**src/c8ie_pkg.sv**
```systemverilog
// Shared types and constants for the CHIP-8 execute block.
// Holds the request/response payloads, the ALU opcode set and the
// control bundles passed between the sequencer and its units.
package c8ie_pkg;

    localparam int ALU_W = 20;

    localparam logic [1:0] ST_DONE        = 2'd0;
    localparam logic [1:0] ST_UNSUPPORTED = 2'd1;
    localparam logic [1:0] ST_STACK       = 2'd2;

    typedef enum logic [3:0] {
        ALU_PASS,
        ALU_OR,
        ALU_AND,
        ALU_XOR,
        ALU_ADD8,
        ALU_SUB8,
        ALU_RSUB8,
        ALU_SHR8,
        ALU_SHL8,
        ALU_EQ,
        ALU_ADD,
        ALU_CSUB,
        ALU_MODADD
    } t_alu_op;

    typedef struct packed {
        t_alu_op          op;
        logic [ALU_W-1:0] a;
        logic [ALU_W-1:0] b;
    } t_alu_in;

    typedef struct packed {
        logic [ALU_W-1:0] res;
        logic             flag;
    } t_alu_out;

    typedef struct packed {
        logic       we;
        logic [3:0] waddr;
        logic [7:0] wdata;
        logic [3:0] raddr;
    } t_rf_ctl;

    typedef struct packed {
        logic        op;
        logic [15:0] opcode;
        logic [11:0] load_addr;
        logic [7:0]  load_data;
    } t_req;

    typedef struct packed {
        logic [11:0] pc;
        logic [15:0] index;
        logic [7:0]  carry_flag;
        logic [7:0]  delay_value;
        logic [7:0]  sound_value;
        logic [1:0]  status;
    } t_rsp;

endpackage

```
**src/c8ie_alu.sv**
```systemverilog
// Shared arithmetic, compare and shift unit of the CHIP-8 execute block.
// Depends on c8ie_pkg for the opcode set and operand bundles.
module c8ie_alu #(
    parameter int MEM_DEPTH = 4096
) (
    input  c8ie_pkg::t_alu_in  i_alu,
    output c8ie_pkg::t_alu_out o_alu
);

    localparam logic [c8ie_pkg::ALU_W:0] MOD_V = (c8ie_pkg::ALU_W + 1)'(MEM_DEPTH);

    logic [7:0]                  a8;
    logic [7:0]                  b8;
    logic [8:0]                  s9;
    logic [c8ie_pkg::ALU_W:0]    s;

    always_comb begin
        a8 = i_alu.a[7:0];
        b8 = i_alu.b[7:0];
        s9 = {1'b0, a8} + {1'b0, b8};
        s  = {1'b0, i_alu.a} + {1'b0, i_alu.b};
        o_alu.res  = '0;
        o_alu.flag = 1'b0;
        case (i_alu.op)
            c8ie_pkg::ALU_PASS: begin
                o_alu.res = i_alu.b;
            end
            c8ie_pkg::ALU_OR: begin
                o_alu.res = c8ie_pkg::ALU_W'(a8 | b8);
            end
            c8ie_pkg::ALU_AND: begin
                o_alu.res = c8ie_pkg::ALU_W'(a8 & b8);
            end
            c8ie_pkg::ALU_XOR: begin
                o_alu.res = c8ie_pkg::ALU_W'(a8 ^ b8);
            end
            c8ie_pkg::ALU_ADD8: begin
                o_alu.res  = c8ie_pkg::ALU_W'(s9[7:0]);
                o_alu.flag = s9[8];
            end
            c8ie_pkg::ALU_SUB8: begin
                o_alu.res  = c8ie_pkg::ALU_W'(8'(a8 - b8));
                o_alu.flag = (a8 >= b8);
            end
            c8ie_pkg::ALU_RSUB8: begin
                o_alu.res  = c8ie_pkg::ALU_W'(8'(b8 - a8));
                o_alu.flag = (b8 >= a8);
            end
            c8ie_pkg::ALU_SHR8: begin
                o_alu.res  = c8ie_pkg::ALU_W'({1'b0, a8[7:1]});
                o_alu.flag = a8[0];
            end
            c8ie_pkg::ALU_SHL8: begin
                o_alu.res  = c8ie_pkg::ALU_W'({a8[6:0], 1'b0});
                o_alu.flag = a8[7];
            end
            c8ie_pkg::ALU_EQ: begin
                o_alu.flag = (i_alu.a == i_alu.b);
            end
            c8ie_pkg::ALU_ADD: begin
                o_alu.res = s[c8ie_pkg::ALU_W-1:0];
            end
            c8ie_pkg::ALU_CSUB: begin
                o_alu.flag = (i_alu.a >= i_alu.b);
                o_alu.res  = o_alu.flag ? (i_alu.a - i_alu.b) : i_alu.a;
            end
            c8ie_pkg::ALU_MODADD: begin
                o_alu.flag = (s >= MOD_V);
                o_alu.res  = o_alu.flag ? c8ie_pkg::ALU_W'(s - MOD_V)
                                        : s[c8ie_pkg::ALU_W-1:0];
            end
            default: begin
                o_alu.res  = '0;
                o_alu.flag = 1'b0;
            end
        endcase
    end

endmodule

```
**config.mk**
```make
export PLATFORM = sky130hd
export DESIGN_NAME = c8ie_alu
export DESIGN_NICKNAME = d
export VERILOG_FILES = /design/src/c8ie_pkg.sv /design/src/c8ie_alu.sv
export SDC_FILE = /design/constraint.sdc
export NUM_CORES = 1
export LEC_CHECK = 0
export BUFFER_PORTS_ARGS = -buffer_cell sky130_fd_sc_hd__clkbuf_2
export CORE_MARGIN = 10
export CORE_UTILIZATION = 52
export DETAILED_ROUTE_END_ITERATION = 8
export PLACE_DENSITY = 0.71
export SLEW_MARGIN = 0
export SYNTH_ARGS = -nofsm -noshare
export SYNTH_HDL_FRONTEND = slang
export SYNTH_SLANG_ARGS = --single-unit
```
**constraint.sdc**
```tcl
create_clock -name vclk -period 9.6
set_input_delay 1.92 -clock vclk [all_inputs]
set_output_delay 1.92 -clock vclk [all_outputs]
set_load 0.005 [all_outputs]
```
==> results.md, run 1 <==
- Fin nets: 754
- Grt total ovfl: 0
- Share of cells above drive strength 1: 14.51%
- Leakage: 2.065 nW
- Placed Cells: between 700 and 800
- Synth area leader: ha_1
- Ant. Diodes: 0
- Iter 0 DRT Violations: 370
- Setup Viol. Count Final: 0
- Post-CTS Setup Inserts: 0
- Fin crit period: 8.410 ns
- Relative slew slack: 34.14%
- Initial antenna violation count: 0
- CP required: 7.68 ns
- TNS Setup: 0 ns
- Tot GR Track Use: a little under a quarter
- Seq/Total Area, Yosys: 0%
- Vias in the first global route: 4,622
- Core area: 0.007767 mm²
- Worst min path class: input port to output pin
- Worst-margin pin slew: 0.9852 ns
- Largest net degree at the start of global routing: 24
- Cell Pwr Density: just under 70 mW/mm²
- Final hold violations: 0
- Setup CP Type: input port to output pin
- Period utilization: 87.60%
- Sequential Area: 0 µm²
- Place WS: between 1 and 1.5 ns
- Worst min-delay path startpoint: i_alu[11]
- Max-Cap Viols: 0
- Global-route wire length before repair: between 20,000 and 25,000 µm
- Port buffer count: 65
- Syn_nets: 719
- Count of flip-flops and latches: 0
- Synth top area share: about 17%
- Die area: 0.01198 mm²
- Synth warn: 0
- WL final: 14,790 µm
- Final HPWL DP: 11,850 µm
- Row count: 32
- Post-Syn Instances: 615
- Slew Limit Fails: 0
- Post-route ant nets: 0
- DR DRC count: 0
- Die width: between 100 and 150 µm
- Mapped cell area: ~0.0042 mm²
- RSZ-0062 raised after global routing: false
- Outcome: complete, no violations
- Vias per Instance: between 6 and 7
- Main area contributors after synthesis: ha_1 (17%), a21oi_1 (7.9%), nor2_1 (5.7%)
- Worst setup margin: around 1.2 ns
- Startpoint Class: input port
- CTS resizes: 0
- Die height: around 110 µm
- CP Capture Type: output pin
- Clock buffer count: 0
- Routed vias: slightly below 5,000
- Filler cell count: 799
- FMAX: around 120 MHz
- CP Max Fanout: 14
- Initial Utilization: 53.58%
- Synthesized area per cell: 6.767 µm²
- Post-DR wirelength/cell: roughly 20 µm
- Critical Path AT: 6.49 ns
- IO Count: 65
- Post-CTS Hold Fix Bufs: 0
- Fin util: 57.64%
- Worst vdd ir: 0.02857 mV
- Layout Cells excl Fill: 750
- Endpoint, Worst Hold: o_alu[12]
- Distinct cells, synth: 82
- Worst hold stages: 4
- Drt first pass iters: 5
- Area delta synth->final: 7.577%
- Global placer's final weighted congestion: 0.9616
- Min Hold Slack: roughly 4.2 ns
==> report_power, final <==
group / total [mW] / switching, mW / internal, mW
combinational: 0.304 / 0.188 / 0.116
clock: 0 / 0 / 0
sequential: 0 / 0 / 0
==> routing by layer <==
metal	track usage (%)	vias up	routed length (µm)
met3	1.229	48	1038
li1	-	2316	-
met2	41.87	246	7230
met5	0	-	0
met4	7.342	0	483
met1	29.01	2292	6038
==> worst max-delay path by stage <==
stage	endpoint	slack, ns	cells after the start	from
2_1_floorplan	o_alu[19]	2.15	19	i_alu[0]
3_3_place_gp	o_alu[19]	1.49	20	i_alu[25]
4_1_cts	o_alu[19]	1.26	20	i_alu[25]
5_1_grt	o_alu[20]	0.86	20	i_alu[25]
6_report	o_alu[19]	1.19	20	i_alu[25]
3_5_place_dp	o_alu[19]	1.28	20	i_alu[25]
==> layout by cell type (no fill, tap or decap), types with 6 or more instances in the layout <==
| cell type | count |
|---|---|
| clkbuf_2 | 65 |
| inv_1 | 59 |
| o21ai_0 | 33 |
| o22ai_1 | 9 |
| nand2_1 | 40 |
| a21o_1 | 14 |
| mux2i_1 | 16 |
| ha_1 | 57 |
| o21bai_1 | 9 |
| nand2b_1 | 7 |
| nand3_1 | 8 |
| nor3_1 | 13 |
| xnor2_1 | 27 |
| nor2_1 | 63 |
| nor4_1 | 7 |
| o211ai_1 | 12 |
| a21oi_1 | 65 |
| and3_1 | 6 |
| nor2b_1 | 12 |
| o221ai_1 | 10 |
==> worst max-delay path, cell delays in order <==
cell and delay (ns):
clkbuf_2 0.16, inv_1 0.08, ha_1 0.47, o21a_1 0.29
o211ai_1 0.32, a21o_1 0.20, nand3b_1 0.10, a21oi_1 0.27
xnor2_1 0.23, ha_1 0.25, nand2_1 0.06, a311oi_1 0.24
nand2_1 0.10, nor3_1 0.17, or4b_4 0.50, o31ai_4 0.35
o211ai_1 0.17, or3_1 0.36, o211ai_1 0.10, clkbuf_2 0.15
==> cell type report <==
cell class	instances	area (µm²)	area share, %
Tap cell	102	127.6	2.851
Timing Repair Buffer	68	347.8	7.770
Inverter	60	225.2	5.031
Multi-Input combinational cell	520	3776	84.35
==> cell families (layout without fill, tap and decap cells) <==
logic type | after synthesis | count (layout) | synth area share, %
AO/OA/AOI/OAI | 225 | 225 | 38.15
XOR/XNOR | 30 | 30 | 6.314
adder cells (fa/ha/maj) | 60 | 60 | 18.58
buffers and inverters | 95 | 128 | 9.531
multiplexers | 17 | 17 | 4.119
AND/OR/NAND/NOR | 188 | 188 | 23.30
==> stage by stage <==
step                      instance area (µm²)  total power, mW
after detailed placement                 4477           0.2955
after global routing                     4477           0.3303
final                                    4477           0.3037
after global placement                   4477           0.2926
after floorplan                          4161           0.2163
after CTS                                4477           0.2975
==> cell usage after synthesis (3+ instances only) <==
master and count:
a21oi_1 66, nor2_1 63, inv_1 59, ha_1 57, nand2_1 40, o21ai_0 33
xnor2_1 27, mux2i_1 16, clkbuf_1 15, a21o_1 14, buf_2 14, nor3_1 13
nor2b_1 12, o211ai_1 12, o221ai_1 10, o21bai_1 9, o22ai_1 9, nand3_1 8
nand2b_1 7, nor4_1 7, and3_1 6, a211oi_1 5, a221oi_1 5, a22oi_1 5
o31ai_1 5, or2_2 5, or3_1 5, a211o_1 4, a31oi_1 4, a32oi_1 4
nand4_1 4, a221o_1 3, fa_1 3, nand3b_1 3, o21a_1 3, o31a_1 3
xor2_1 3
Power figures use the tool's default switching activity.
==> inputs of run 2 (changes only) <==
--- a/config.mk
+++ b/config.mk
@@ -8,2 +8,3 @@
 export BUFFER_PORTS_ARGS = -buffer_cell sky130_fd_sc_hd__clkbuf_2
+export CORE_ASPECT_RATIO = 0.9
 export CORE_MARGIN = 10
==> constraint.sdc (replaced) <==
create_clock -name vclk -period 9.6
set_input_delay 0.96 -clock vclk [all_inputs]
set_output_delay 0.96 -clock vclk [all_outputs]
set_load 0.005 [all_outputs]
==> run 2 against run 1 <==
Net effect:
- largest cell class unchanged
- cell area decreased by 0.50%
- total power increased by 0.10%
- critical endpoint unchanged
- routed wire length increased by 2.4%
- sequential share of layout area unchanged
==> results.md, run 2 (synthesis results as in run 1) <==
- Outcome: complete, no violations
- CP Max Fanout: 14 (unchanged)
- Initial antenna violation count: 0 (unchanged)
- WL final: 15,150 µm (+2.4%)
- Grt total ovfl: 0 (unchanged)
- Startpoint Class: input port
- Dpl cell area: 0.004454 mm² (-0.50%)
- Post-route ant nets: 0 (unchanged)
- Clock share of power: 0% (unchanged)
- Period utilization: 68.34% (-19 points)
- CP endpoint: o_alu[19]
- TNS Setup: 0 ns (unchanged)
- Die height: 104.9 µm (-4.2%)
- Row count: 30 (-6.3%)
- Routed vias: 4,843 (-1.2%)
- Max-Cap Viols: 0 (unchanged)
- Sequential Area: 0 µm² (unchanged)
- Setup Viol. Count Final: 0 (unchanged)
- Die width: 114.3 µm (+4.4%)
- Worst min path class: input port to output pin
- Filler cell count: 793 (-0.75%)
- CP required: 8.64 ns (+0.96 ns)
- DR DRC count: 0 (unchanged)
- Worst vdd ir: 0.02925 mV (+2.4%)
- Worst setup path startpoint: i_alu[25]
- FMAX: 152.4 MHz (+28%)
- Largest net degree at the start of global routing: 33 (+38%)
- Fin crit period: 6.560 ns (-1.849 ns)
- Final HPWL DP: 11,980 µm (+1.1%)
- Sequential share of power: 0% (unchanged)
- Global placer's final weighted congestion: 1.010 (+5.1%)
- Global-route wire length before repair: 23,740 µm (+1.5%)
- Placed Cells: 742 (-1.1%)
- Worst-margin pin slew: 1.126 ns (+0.1406 ns)
- Iter 0 DRT Violations: 433 (+17%)
- Critical Path AT: 5.60 ns (-0.89 ns)
- Net Switching: 0.1887 mW (+0.61%)
- Share of cells above drive strength 1: 14.24% (-0.26 points)
- RSZ-0062 raised after global routing: false
- Area delta synth->final: 7.035%
- Final hold violations: 0 (unchanged)
- Relative slew slack: 24.78% (-9.4 points)
- Leakage: 2.055 nW (-0.45%)
- Crit-path slowest cell: or4b_4
- Cell Pwr Density: 68.25 mW/mm² (+0.61%)
- Internal power: 0.1153 mW (-0.72%)
- Core area: 0.007657 mm² (-1.4%)
- Drt first pass iters: 4 (-1)
- Design Area, Final: 0.004454 mm² (-0.50%)
- Layout Cells excl Fill: 742 (-1.1%)
- Initial Utilization: 54.35% (+0.77 points)
- Setup CP Type: input port to output pin
- Max incr delay on CP: 0.50 ns (about the same)
- Port buffer count: 65 (unchanged)
- Crit path top cell by count: o211ai_1
- Post-CTS Setup Inserts: 0 (unchanged)
- Vias per Instance: 6.527 (-0.14%)
- Post-DR wirelength/cell: 20.42 µm (+3.5%)
- CTS resizes: 0 (unchanged)
- Slew Limit Fails: 0 (unchanged)
- Tot GR Track Use: 23.29% (about the same)
- Most frequent cells in the layout: a21oi_1 (65), clkbuf_2 (65), nor2_1 (63)
- Post-CTS Hold Fix Bufs: 0 (unchanged)
- IO Count: 65 (unchanged)
- CP Capture Type: output pin
- Worst setup margin: 3.040 ns (+1.849 ns)
- Place WS: 3.156 ns (+1.878 ns)
- Fin nets: 752 (-0.27%)
- Die area: 0.01199 mm² (about the same)
- Vias in the first global route: 4,578 (-0.95%)
- Switching share of total power: 62.06% (+0.31 points)
- Clock buffer count: 0 (unchanged)
- Crit-path cells: clkbuf_2 > inv_1 > ha_1 > o21a_1 > o211ai_1 > a21o_1 > nand3b_1 > a21oi_1 > xnor2_1 > ha_1 > nand2_1 > a311oi_1 > nand2_1 > nor3_1 > or4b_4 > o31ai_4 > o211ai_1 > or3_1 > o211ai_1 > clkbuf_2
- Count of flip-flops and latches: 0 (unchanged)
- Fin util: 58.17% (+0.53 points)
- Ant. Diodes: 0 (unchanged)
- Logic gate share of total power: 100.0% (about the same)
==> run 2: cell types whose count changed in the layout (fill, tap and decap cells not counted) <==
| cell | before | now |
|---|---|---|
| buf_4 | 3 | 1 |
==> run 2: power groups by stage <==
stage,sequential [mW],clock [mW],combinational (mW)
after floorplan,0,0,0.216
after global routing,0,0,0.331
final,0,0,0.304
after global placement,0,0,0.294
after detailed placement,0,0,0.295
after CTS,0,0,0.297
==> run 2: how the worst min path moves through the flow <==
stage | from | cells past startpoint | end | slack (ns)
after global routing | i_alu[13] | 4 | o_alu[14] | 2.29
final | i_alu[11] | 4 | o_alu[12] | 2.25
after global placement | i_alu[11] | 4 | o_alu[12] | 2.24
after CTS | i_alu[11] | 4 | o_alu[12] | 2.26
after detailed placement | i_alu[9] | 4 | o_alu[10] | 2.26
after floorplan | i_alu[9] | 2 | o_alu[10] | 2.02
==> run 2: layout make-up <==
type / count / area, µm² / share of cell area [%]
inverter: 60 / 225.2 / 5.056
multi-input combinational: 520 / 3776 / 84.78
tap: 96 / 120.1 / 2.697
timing repair buffer: 66 / 332.8 / 7.472
==> run 2: routing by layer <==
metal | up-vias | track usage (%) | share of wire (%)
met5 | - | 0 | 0
met4 | 0 | 2.147 | 0.91
met3 | 14 | 4.917 | 11
met2 | 266 | 34.34 | 42
met1 | 2258 | 34.50 | 46
li1 | 2305 | - | -
==> run 2: per-stage QoR <==
step	total power, mW	hold slack (ns)
6_report	0.3040	2.249
5_1_grt	0.3315	2.287
4_1_cts	0.2968	2.258
3_5_place_dp	0.2948	2.255
3_3_place_gp	0.2938	2.244
2_1_floorplan	0.2163	2.017
==> run 2: worst max-delay path: cells and delay by family <==
family                     cells  cell delay [ns]
AOI/OAI and AO/OA              8             1.99
and+or+nand+nor                6             1.29
adders and majority gates      2             0.74
buffers and inverters          3             0.39
xor gates and xnor gates       1             0.22
