[src/c8ie_pkg.sv]
// Shared types and constants for the CHIP-8 execute block.
// Holds the request/response payloads, the ALU opcode set and the
// control bundles passed between the sequencer and its units.
package c8ie_pkg;

    localparam int ALU_W = 20;

    localparam logic [1:0] ST_DONE        = 2'd0;
    localparam logic [1:0] ST_UNSUPPORTED = 2'd1;
    localparam logic [1:0] ST_STACK       = 2'd2;

    typedef enum logic [3:0] {
        ALU_PASS,
        ALU_OR,
        ALU_AND,
        ALU_XOR,
        ALU_ADD8,
        ALU_SUB8,
        ALU_RSUB8,
        ALU_SHR8,
        ALU_SHL8,
        ALU_EQ,
        ALU_ADD,
        ALU_CSUB,
        ALU_MODADD
    } t_alu_op;

    typedef struct packed {
        t_alu_op          op;
        logic [ALU_W-1:0] a;
        logic [ALU_W-1:0] b;
    } t_alu_in;

    typedef struct packed {
        logic [ALU_W-1:0] res;
        logic             flag;
    } t_alu_out;

    typedef struct packed {
        logic       we;
        logic [3:0] waddr;
        logic [7:0] wdata;
        logic [3:0] raddr;
    } t_rf_ctl;

    typedef struct packed {
        logic        op;
        logic [15:0] opcode;
        logic [11:0] load_addr;
        logic [7:0]  load_data;
    } t_req;

    typedef struct packed {
        logic [11:0] pc;
        logic [15:0] index;
        logic [7:0]  carry_flag;
        logic [7:0]  delay_value;
        logic [7:0]  sound_value;
        logic [1:0]  status;
    } t_rsp;

endpackage

[src/c8ie_regfile.sv]
// Sixteen-entry byte register file V0..VF with one write and one
// registered read port; entries read as zero until written after reset.
// Depends on c8ie_pkg for the control bundle.
module c8ie_regfile (
    input  logic              i_clk,
    input  logic              i_rst_n,
    input  c8ie_pkg::t_rf_ctl i_ctl,
    output logic [7:0]        o_rdata
);

    logic [7:0]  r_regs [16];
    logic [15:0] r_valid;
    logic [7:0]  r_rdata;

    always_ff @(posedge i_clk) begin
        if (!i_rst_n) begin
            r_valid <= '0;
        end else if (i_ctl.we) begin
            r_valid[i_ctl.waddr] <= 1'b1;
        end
    end

    always_ff @(posedge i_clk) begin
        if (i_ctl.we) begin
            r_regs[i_ctl.waddr] <= i_ctl.wdata;
        end
        r_rdata <= r_valid[i_ctl.raddr] ? r_regs[i_ctl.raddr] : 8'h00;
    end

    assign o_rdata = r_rdata;

endmodule

[config.mk]
export PLATFORM = sky130hd
export DESIGN_NAME = c8ie_regfile
export DESIGN_NICKNAME = d
export VERILOG_FILES = /design/src/c8ie_pkg.sv /design/src/c8ie_regfile.sv
export SDC_FILE = /design/constraint.sdc
export NUM_CORES = 1
export LEC_CHECK = 0
export ABC_AREA = 1
export BUFFER_PORTS_ARGS = -buffer_cell sky130_fd_sc_hd__buf_2
export CAP_MARGIN = 20
export CORE_ASPECT_RATIO = 0.75
export CORE_MARGIN = 10
export CORE_UTILIZATION = 33
export CTS_CLUSTER_SIZE = 10
export DETAILED_ROUTE_END_ITERATION = 12
export PLACE_DENSITY = 0.45
export SLEW_MARGIN = 20
export SYNTH_ARGS = -nofsm -noshare
export SYNTH_HDL_FRONTEND = slang
export SYNTH_SLANG_ARGS = --single-unit
[constraint.sdc]
create_clock -name i_clk -period 1.7 [get_ports i_clk]
set_input_delay 0.17 -clock i_clk [delete_from_list [all_inputs] [get_ports i_clk]]
set_output_delay 0.17 -clock i_clk [all_outputs]
set_load 0.03 [all_outputs]
==> results.ini, run 1 <==
[final_layout]
fin_cells=982
fin_nets=735
drive_gt1_share_pct=12.07
final_core_util_pct=39.57
synthToLayoutAreaGrowth_pct=18.42
diodes=0
final_cell_mix=nand2_1, edfxtp_1, inv_1, nand3_1, nor2_1
final_common_cell=nand2_1
fillCellCount=1969

[setup_path]
worstSetupPathType=reg2reg
crit_arrival_ns=1.58
endpoint_kind=register
crit_buf_inv=2
crit_slowest_cell=dfxtp_1
slowest_delay_ns=0.33
cpMostUsedCell=nand2_1
required_ns=2.06
crit_chain=inv_1 > o21ai_0 > nand2_1 > nand3_1 > nand3_1 > nand2_1 > nand2_1 > inv_1
critical-path-top-delay-family=simple AND/OR/NAND/NOR gates
critical_path.startpoint_type=register
crit_path_max_fanout=8

[route]
postRouteWirelength_um=16120
post-route-drc-count=0
num_vias=4458
routedWlPerCell_um=16.42
drt_iter0_drc=381
viasPerCell=4.540
first_pass_iters=5
ant_nets=0

[synthesis]
synth_cell_types=16
syn_avg_cell_area_um2=9.653
synth_seq_cells=152
yosysWarningCount=0
synth_fp_nets=686
synth_area_um2=6439
netlist_instances=667
yosysSeqAreaShare_pct=67.16

[cts]
cts_hold_buf=1
post_cts_buffers=0
cts_buffer_depth=2
path_clk_slew_ns=0.06
clk_latency_ns=0.42
numCtsBuffers=17
cts_root_buffer=clkbuf_16
clock-sinks=152
cts-resized-gates=0
h-tree-depth=4
cts_tree=done

[floorplan]
io_pins=27
core_um2=19270
die_width_um=181.3
start_util_pct=33.42
die_h_um=141.0
die-area_um2=25560
rows=44

[sta]
fin_crit_sh_pct=71.68
finalSetupViolCount=0
setup_tns_ns=0
slew_headroom_pct=64.49
fin_crit_ns=1.219
tightest_slew_ns=0.5320
clock.fmax_mhz=820.7
worst_slack_ns=0.4815
rsz0062_at_grt=false
drv_slew=0
hold_viol=0
fin_skew_ns=0.006826

[power]
vdd.ir_drop.worst_uv=624.1
p_total_mw=8.551
p_per_area_nw_per_um2=1121
leakage_nw=3.380

[global_routing]
grt_pass1_wl_um=26000
overflow=0
grt_antenna_before_repair=0
grt_pass1_vias=4476
grt_usage_pct=13.20
grt_start_max_net_pins=36

[flow_run]
cap_violations=0

[status]
status=finished clean

[hold_path]
hold_class=in2reg

[placement]
portBuffers=26
dp_hpwl_um=10660
gp_congestion=0.7534
pre_cts_ws_ns=0.1668
dp.cells=949

state kept, by name, summed over array words and instances, names as in the netlist:
| name | count |
|---|---|
| r_valid | 16 |
| o_rdata | 8 |
| r_regs | 128 |
through the flow:
step | cell area (um2) | hold slack, ns
after floorplan | 6439 | 0.2689
after global placement | 7015 | 0.4030
after detailed placement | 7015 | 0.4126
after CTS | 7625 | 0.1092
after global routing | 7625 | 0.1409
final | 7625 | 0.1241
synthesized netlist by cell type, drive strengths merged:
| cell | instances | area share (%) |
|---|---|---|
| nand2 | 199 | 12 |
| inv | 129 | 7.5 |
| edfxtp | 128 | 60 |
| nand3 | 108 | 8.4 |
| nor2 | 42 | 2.4 |
| dfxtp | 24 | 7.5 |
| buf | 20 | 1.7 |
| clkbuf | 7 | 0.41 |
| a21oi | 2 | 0.16 |
| clkinv | 2 | 0.12 |
| nor3 | 2 | 0.16 |
| o21a | 2 | 0.23 |
| o21ai | 2 | 0.16 |
power breakdown:
part	switching [mW]	internal, mW
clock	1.42	2.41
combinational	0.402	0.172
sequential	0.0250	4.13
layout make-up:
class	instances	area (um2)	share of cell area [%]
well taps	253	316.6	4.152
flip-flops and latches	152	4324	56.71
inverters	131	491.7	6.449
clock inverters	10	125.1	1.641
multi-input cells	357	1490	19.54
repair buffers	57	402.9	5.284
clock buffers	22	474.2	6.219
final timing paths:
kind	end	slack (ns)	cells past startpoint	from
worst max-delay path	o_rdata[5]	0.48	8	r_valid[6]
worst min-delay path	r_valid[8]	0.12	4	i_ctl[13]
worst max register to register	o_rdata[5]	0.48	8	r_valid[6]
worst min register to register	r_valid[8]	0.45	2	r_valid[8]
routing by layer:
metal	track usage, %	part of all wire (%)	routed length [um]
met5	0	0	0
met4	4.058	1.3	210
met3	3.581	5.0	808
met1	19.28	54	8637
met2	18.42	40	6466
cells by family (layout without fill, tap and decap cells):
family,count (synthesis),count (layout),synth area share (%)
compound gates,6,6,0.5441
buf+inv,158,220,9.697
flops,152,152,67.16
simple gates,351,351,22.60
worst register-to-register path: stages (launching register included):
cell     delay (ns)
dfxtp_1        0.33
inv_1          0.04
o21ai_0        0.14
nand2_1        0.06
nand3_1        0.06
nand3_1        0.07
nand2_1        0.26
nand2_1        0.10
inv_1          0.10
(Power assumes the default switching activity.)
==> inputs of run 2 (changes only) <==
Clock period 1.7 ns to 1.2 ns, I/O delays scaled along.
==> results.ini, run 2 (same netlist as run 1, synthesis figures left out) <==
[status]
status=finished clean

[sta]
slew_headroom_pct=68.75  ; +4.3 points
clock.fmax_mhz=895.0
rsz0062_at_grt=false
hold_viol=0  ; unchanged
fin_skew_ns=0.008741  ; +0.001915 ns
fin_crit_sh_pct=93.11
finalSetupViolCount=0  ; unchanged
fin_crit_ns=1.117
drv_slew=0  ; unchanged
tightest_slew_ns=0.4683  ; -0.06379 ns

[final_layout]
fin_cells=997  ; +1.5%
diodes=0  ; unchanged
final_cell_mix=nand2_1, edfxtp_1, inv_1, nand3_1, nor2_1
regMostFlops=r_regs
fillCellCount=1882  ; -4.4%
final_common_cell=nand2_1
final_area_um2=7990  ; +4.8%
fin_nets=750  ; +2.0%
largest_reg_flops=128  ; unchanged
synthToLayoutAreaGrowth_pct=24.10
drive_gt1_share_pct=14.52  ; +2.4 points
final_core_util_pct=41.47  ; +1.9 points

[setup_path]
crit_slowest_cell=dfxtp_1
endpoint_kind=output port
crit_chain=buf_4
critical-path-top-delay-family=flip-flops
crit_path_max_fanout=1  ; -7
r2r_slack_ns=0.10  ; -0.38 ns
critical_path.startpoint_type=register
crit_buf_inv=1  ; -1
critical_path_depth=1  ; -7
slowest_delay_ns=0.39  ; +0.06 ns
r2r_end=o_rdata[3]
critical_path.endpoint=o_rdata[7]
crit_start=o_rdata[7]
r2r_cells=9  ; +1
required_ns=1.08  ; -0.98 ns
worstSetupPathType=reg2out
crit_arrival_ns=1.00  ; -0.58 ns
timing.rr.start=r_valid[10]

[cts]
cts_root_buffer=clkbuf_16
clock-sinks=152  ; unchanged
numCtsBuffers=17  ; unchanged
clk_latency_ns=0.42  ; about the same
cts_buffer_depth=2  ; unchanged
path_clk_slew_ns=0.06  ; about the same
cts_tree=done
h-tree-depth=4  ; unchanged

[route]
drt_iter0_drc=354  ; -7.1%
post-route-drc-count=0  ; unchanged
first_pass_iters=5  ; unchanged
num_vias=4486  ; +0.63%
ant_nets=0  ; unchanged
postRouteWirelength_um=16520  ; +2.4%
viasPerCell=4.499  ; -0.89%
routedWlPerCell_um=16.56  ; +0.89%

[floorplan]
die_width_um=181.3  ; unchanged
die_h_um=141.0  ; unchanged
rows=44  ; unchanged
die-area_um2=25560  ; unchanged
core_um2=19270  ; unchanged
io_pins=27  ; unchanged
start_util_pct=33.42  ; unchanged

[global_routing]
grt_pass1_wl_um=25920  ; -0.32%
grt_start_max_net_pins=25  ; -31%
grt_pass1_vias=4455  ; -0.47%
grt_antenna_before_repair=0  ; unchanged
overflow=0  ; unchanged
grt_usage_pct=13.30  ; +0.095 points

[power]
clkPwrFrac_pct=47.7  ; +3.0 points
switching_share_pct=20.65  ; -0.94 points
vdd.ir_drop.worst_uv=783.7  ; +26%
p_sw_mw=2.687  ; +46%
p_seq_share_pct=45.2  ; -3.3 points
leakage_nw=3.524  ; +4.3%
p_int_mw=10.32  ; +54%
p_per_area_nw_per_um2=1628  ; +45%
p_comb_share_pct=7.1  ; +0.4 points

[placement]
placed_cell_area_um2=7266  ; +3.6%
portBuffers=26  ; unchanged
dp_hpwl_um=11120  ; +4.3%
dp.cells=964  ; +1.6%
gp_congestion=0.7922  ; +5.1%

[hold_path]
whs_path_depth=4  ; unchanged
hold_class=in2reg

[flow_run]
cap_violations=0  ; unchanged

## run 2: changes by cell type in the layout (fill, tap and decap cells not counted), sizes merged
cell      change
buf          +15
bufinv        +4
clkbuf        -3
clkinv        -4
clkinvlp      +3
## run 2: final cells by class
cell class	count	area, um2	area share (%)
sequential	152	4324	54.12
multi-input combinational	357	1509	18.89
timing repair buffer	72	655.6	8.205
inverter	131	491.7	6.154
clock buffer	19	442.9	5.543
tap	253	316.6	3.962
clock inverter	13	250.2	3.132
## run 2: how the worst min path moves through the flow
stage	startpoint	to
floorplan	i_ctl[4]	r_regs[0][0]
global placement	i_rst_n	r_valid[0]
detailed placement	i_rst_n	r_valid[3]
CTS	i_ctl[13]	r_valid[8]
global route	i_ctl[13]	r_valid[8]
finish	i_ctl[13]	r_valid[8]
## run 2: routing by layer
| layer | vias up | wire [um] | global-route usage (%) |
|---|---|---|---|
| met2 | 85 | 6900 | 19.38 |
| met4 | 0 | 124 | 3.161 |
| met3 | 11 | 692 | 3.811 |
| met5 | - | 0 | 0 |
| met1 | 2151 | 8798 | 18.97 |
| li1 | 2239 | - | - |
## run 2: power by group through the flow
| stage | logic [mW] | clock network (mW) | registers (mW) |
|---|---|---|---|
| after floorplan | 0.436 | 0 | 6.03 |
| after global placement | 0.922 | 0 | 5.99 |
| after detailed placement | 0.926 | 0 | 5.99 |
| after CTS | 0.933 | 6.33 | 5.88 |
| after global routing | 1.03 | 6.58 | 5.89 |
| final | 0.927 | 6.21 | 5.88 |
## run 2: per-stage QoR
stage	setup WS, ns	hold WS (ns)	setup TNS, ns	power [mW]
floorplan	-0.06408	0.2189	-1.025	6.465
global placement	-0.2234	0.3553	-1.339	6.910
detailed placement	-0.1947	0.3697	-1.916	6.916
CTS	0.02979	0.06522	0	13.14
global route	0.0003657	0.09937	0	13.50
finish	0.08273	0.06214	0	13.01
## run 2: repair_timing
item	in CTS	in global routing
endpoints found under the setup margin	0	9
gates resized for setup	0	9
setup buffers	0	0
hold endpoints to repair	2	0
hold buffers	1	0
==> inputs of run 3 (changes only) <==
Clock period 1.2 ns to 1.3 ns, I/O delays scaled along.
==> results.ini, run 3 (same netlist as run 1, synthesis figures left out) <==
[power]
p_comb_share_pct=6.9  ; -0.2 points
switching_share_pct=21.75  ; +1.1 points
p_sw_mw=2.513  ; -6.5%
p_seq_share_pct=47.0  ; +1.8 points
leakage_nw=3.434  ; -2.6%
p_int_mw=9.043  ; -12%
vdd.ir_drop.worst_uv=786.8  ; +0.39%
clkPwrFrac_pct=46.1  ; -1.6 points
p_per_area_nw_per_um2=1485  ; -8.8%

[placement]
gp_congestion=0.8022  ; +1.3%
placed_cell_area_um2=7138  ; -1.8%
dp_hpwl_um=11030  ; -0.82%
portBuffers=26  ; unchanged
dp.cells=952  ; -1.2%

[final_layout]
fin_nets=738  ; -1.6%
diodes=0  ; unchanged
synthToLayoutAreaGrowth_pct=20.85
fillCellCount=1910  ; +1.5%
regMostFlops=r_regs
largest_reg_flops=128  ; unchanged
final_common_cell=nand2_1
fin_cells=985  ; -1.2%
drive_gt1_share_pct=12.43  ; -2.1 points
final_area_um2=7781  ; -2.6%
final_core_util_pct=40.38  ; -1.1 points
final_cell_mix=nand2_1, edfxtp_1, inv_1, nand3_1, nor2_1

[global_routing]
grt_pass1_vias=4500  ; +1.0%
grt_antenna_before_repair=0  ; unchanged
overflow=0  ; unchanged
grt_pass1_wl_um=26460  ; +2.1%
grt_start_max_net_pins=36  ; +44%
grt_usage_pct=13.63  ; +0.33 points

[hold_path]
min_to=r_valid[8]
hold_class=in2reg
whs_path_depth=4  ; unchanged
min_from=i_ctl[13]

[route]
first_pass_iters=5  ; unchanged
viasPerCell=4.511  ; +0.25%
num_vias=4443  ; -0.96%
post-route-drc-count=0  ; unchanged
routedWlPerCell_um=17.09  ; +3.2%
postRouteWirelength_um=16830  ; +1.9%
ant_nets=0  ; unchanged
drt_iter0_drc=306  ; -14%

[sta]
rsz0062_at_grt=false
drv_slew=0  ; unchanged
tightest_slew_ns=0.4680  ; -0.0002558 ns
fin_skew_ns=0.007824  ; -0.0009176 ns
fin_crit_sh_pct=90.37
finalSetupViolCount=0  ; unchanged
slew_headroom_pct=68.77  ; about the same
clock.fmax_mhz=851.2
hold_viol=0  ; unchanged
fin_crit_ns=1.175

[setup_path]
crit_start=o_rdata[7]
slowest_delay_ns=0.39  ; about the same
r2r_cells=9  ; unchanged
critical_path.startpoint_type=register
crit_chain=buf_2
crit_arrival_ns=1.04  ; +0.04 ns
critical-path-top-delay-family=flip-flops
endpoint_kind=output port
r2r_slack_ns=0.15  ; +0.05 ns
worstSetupPathType=reg2out
r2r_end=o_rdata[5]
required_ns=1.17  ; +0.09 ns
crit_buf_inv=1  ; unchanged
crit_slowest_cell=dfxtp_1
crit_path_max_fanout=1  ; unchanged
timing.rr.start=r_valid[6]

[cts]
cts_root_buffer=clkbuf_16
clk_latency_ns=0.42  ; about the same
cts_tree=done
post_cts_buffers=0  ; unchanged
h-tree-depth=4  ; unchanged
clock-sinks=152  ; unchanged
path_clk_slew_ns=0.06  ; about the same
cts_buffer_depth=2  ; unchanged
numCtsBuffers=17  ; unchanged

[floorplan]
io_pins=27  ; unchanged
rows=44  ; unchanged
die_width_um=181.3  ; unchanged
core_um2=19270  ; unchanged
start_util_pct=33.42  ; unchanged
die-area_um2=25560  ; unchanged
die_h_um=141.0  ; unchanged

[flow_run]
cap_violations=0  ; unchanged

[status]
status=finished clean

==> run 3: power by group through the flow <==
stage	logic (mW)	clock network, mW	registers, mW
global route	0.901	5.65	5.44
finish	0.803	5.32	5.43
global placement	0.809	0	5.53
CTS	0.816	5.42	5.43
floorplan	0.402	0	5.57
detailed placement	0.812	0	5.54
==> run 3: worst max path at each step <==
stage | end | cells past startpoint
floorplan | r_regs[10][0] | 4
finish | o_rdata[7] | 1
global placement | o_rdata[0] | 10
detailed placement | o_rdata[1] | 10
global route | o_rdata[5] | 9
CTS | o_rdata[5] | 9
==> run 3: final cells by class <==
| cell class | instances | area (um2) | share of cell area (%) |
|---|---|---|---|
| Sequential cell | 152 | 4324 | 55.57 |
| Multi-Input combinational cell | 357 | 1490 | 19.15 |
| Timing Repair Buffer | 60 | 525.5 | 6.753 |
| Inverter | 131 | 491.7 | 6.319 |
| Clock buffer | 18 | 429.2 | 5.515 |
| Tap cell | 253 | 316.6 | 4.068 |
| Clock inverter | 14 | 203.9 | 2.621 |
==> run 3: timing repair <==
action,in CTS,in global routing
endpoints found under the hold margin,2,0
resized for setup,0,2
hold buffers,1,0
endpoints found under the setup margin,0,7
==> run 3: metal layers <==
| metal | wire length (um) | vias up | global-route usage [%] |
|---|---|---|---|
| met1 | 8388 | 2123 | 18.90 |
| met5 | 0 | - | 0 |
| met4 | 95 | 0 | 3.246 |
| met3 | 1185 | 8 | 4.834 |
| li1 | - | 2211 | - |
| met2 | 7165 | 101 | 19.83 |
==> run 3: through the flow <==
stage                     setup WS (ns)  setup TNS [ns]  power (mW)  hold slack (ns)
after floorplan                 0.02592               0       5.968           0.2289
after global placement          -0.1047         -0.2454       6.342           0.3668
after detailed placement       -0.06652         -0.3778       6.348           0.3758
after CTS                       0.08570               0       11.67          0.04402
after global routing           0.002698               0       11.99          0.06847
final                            0.1252               0       11.56          0.06107
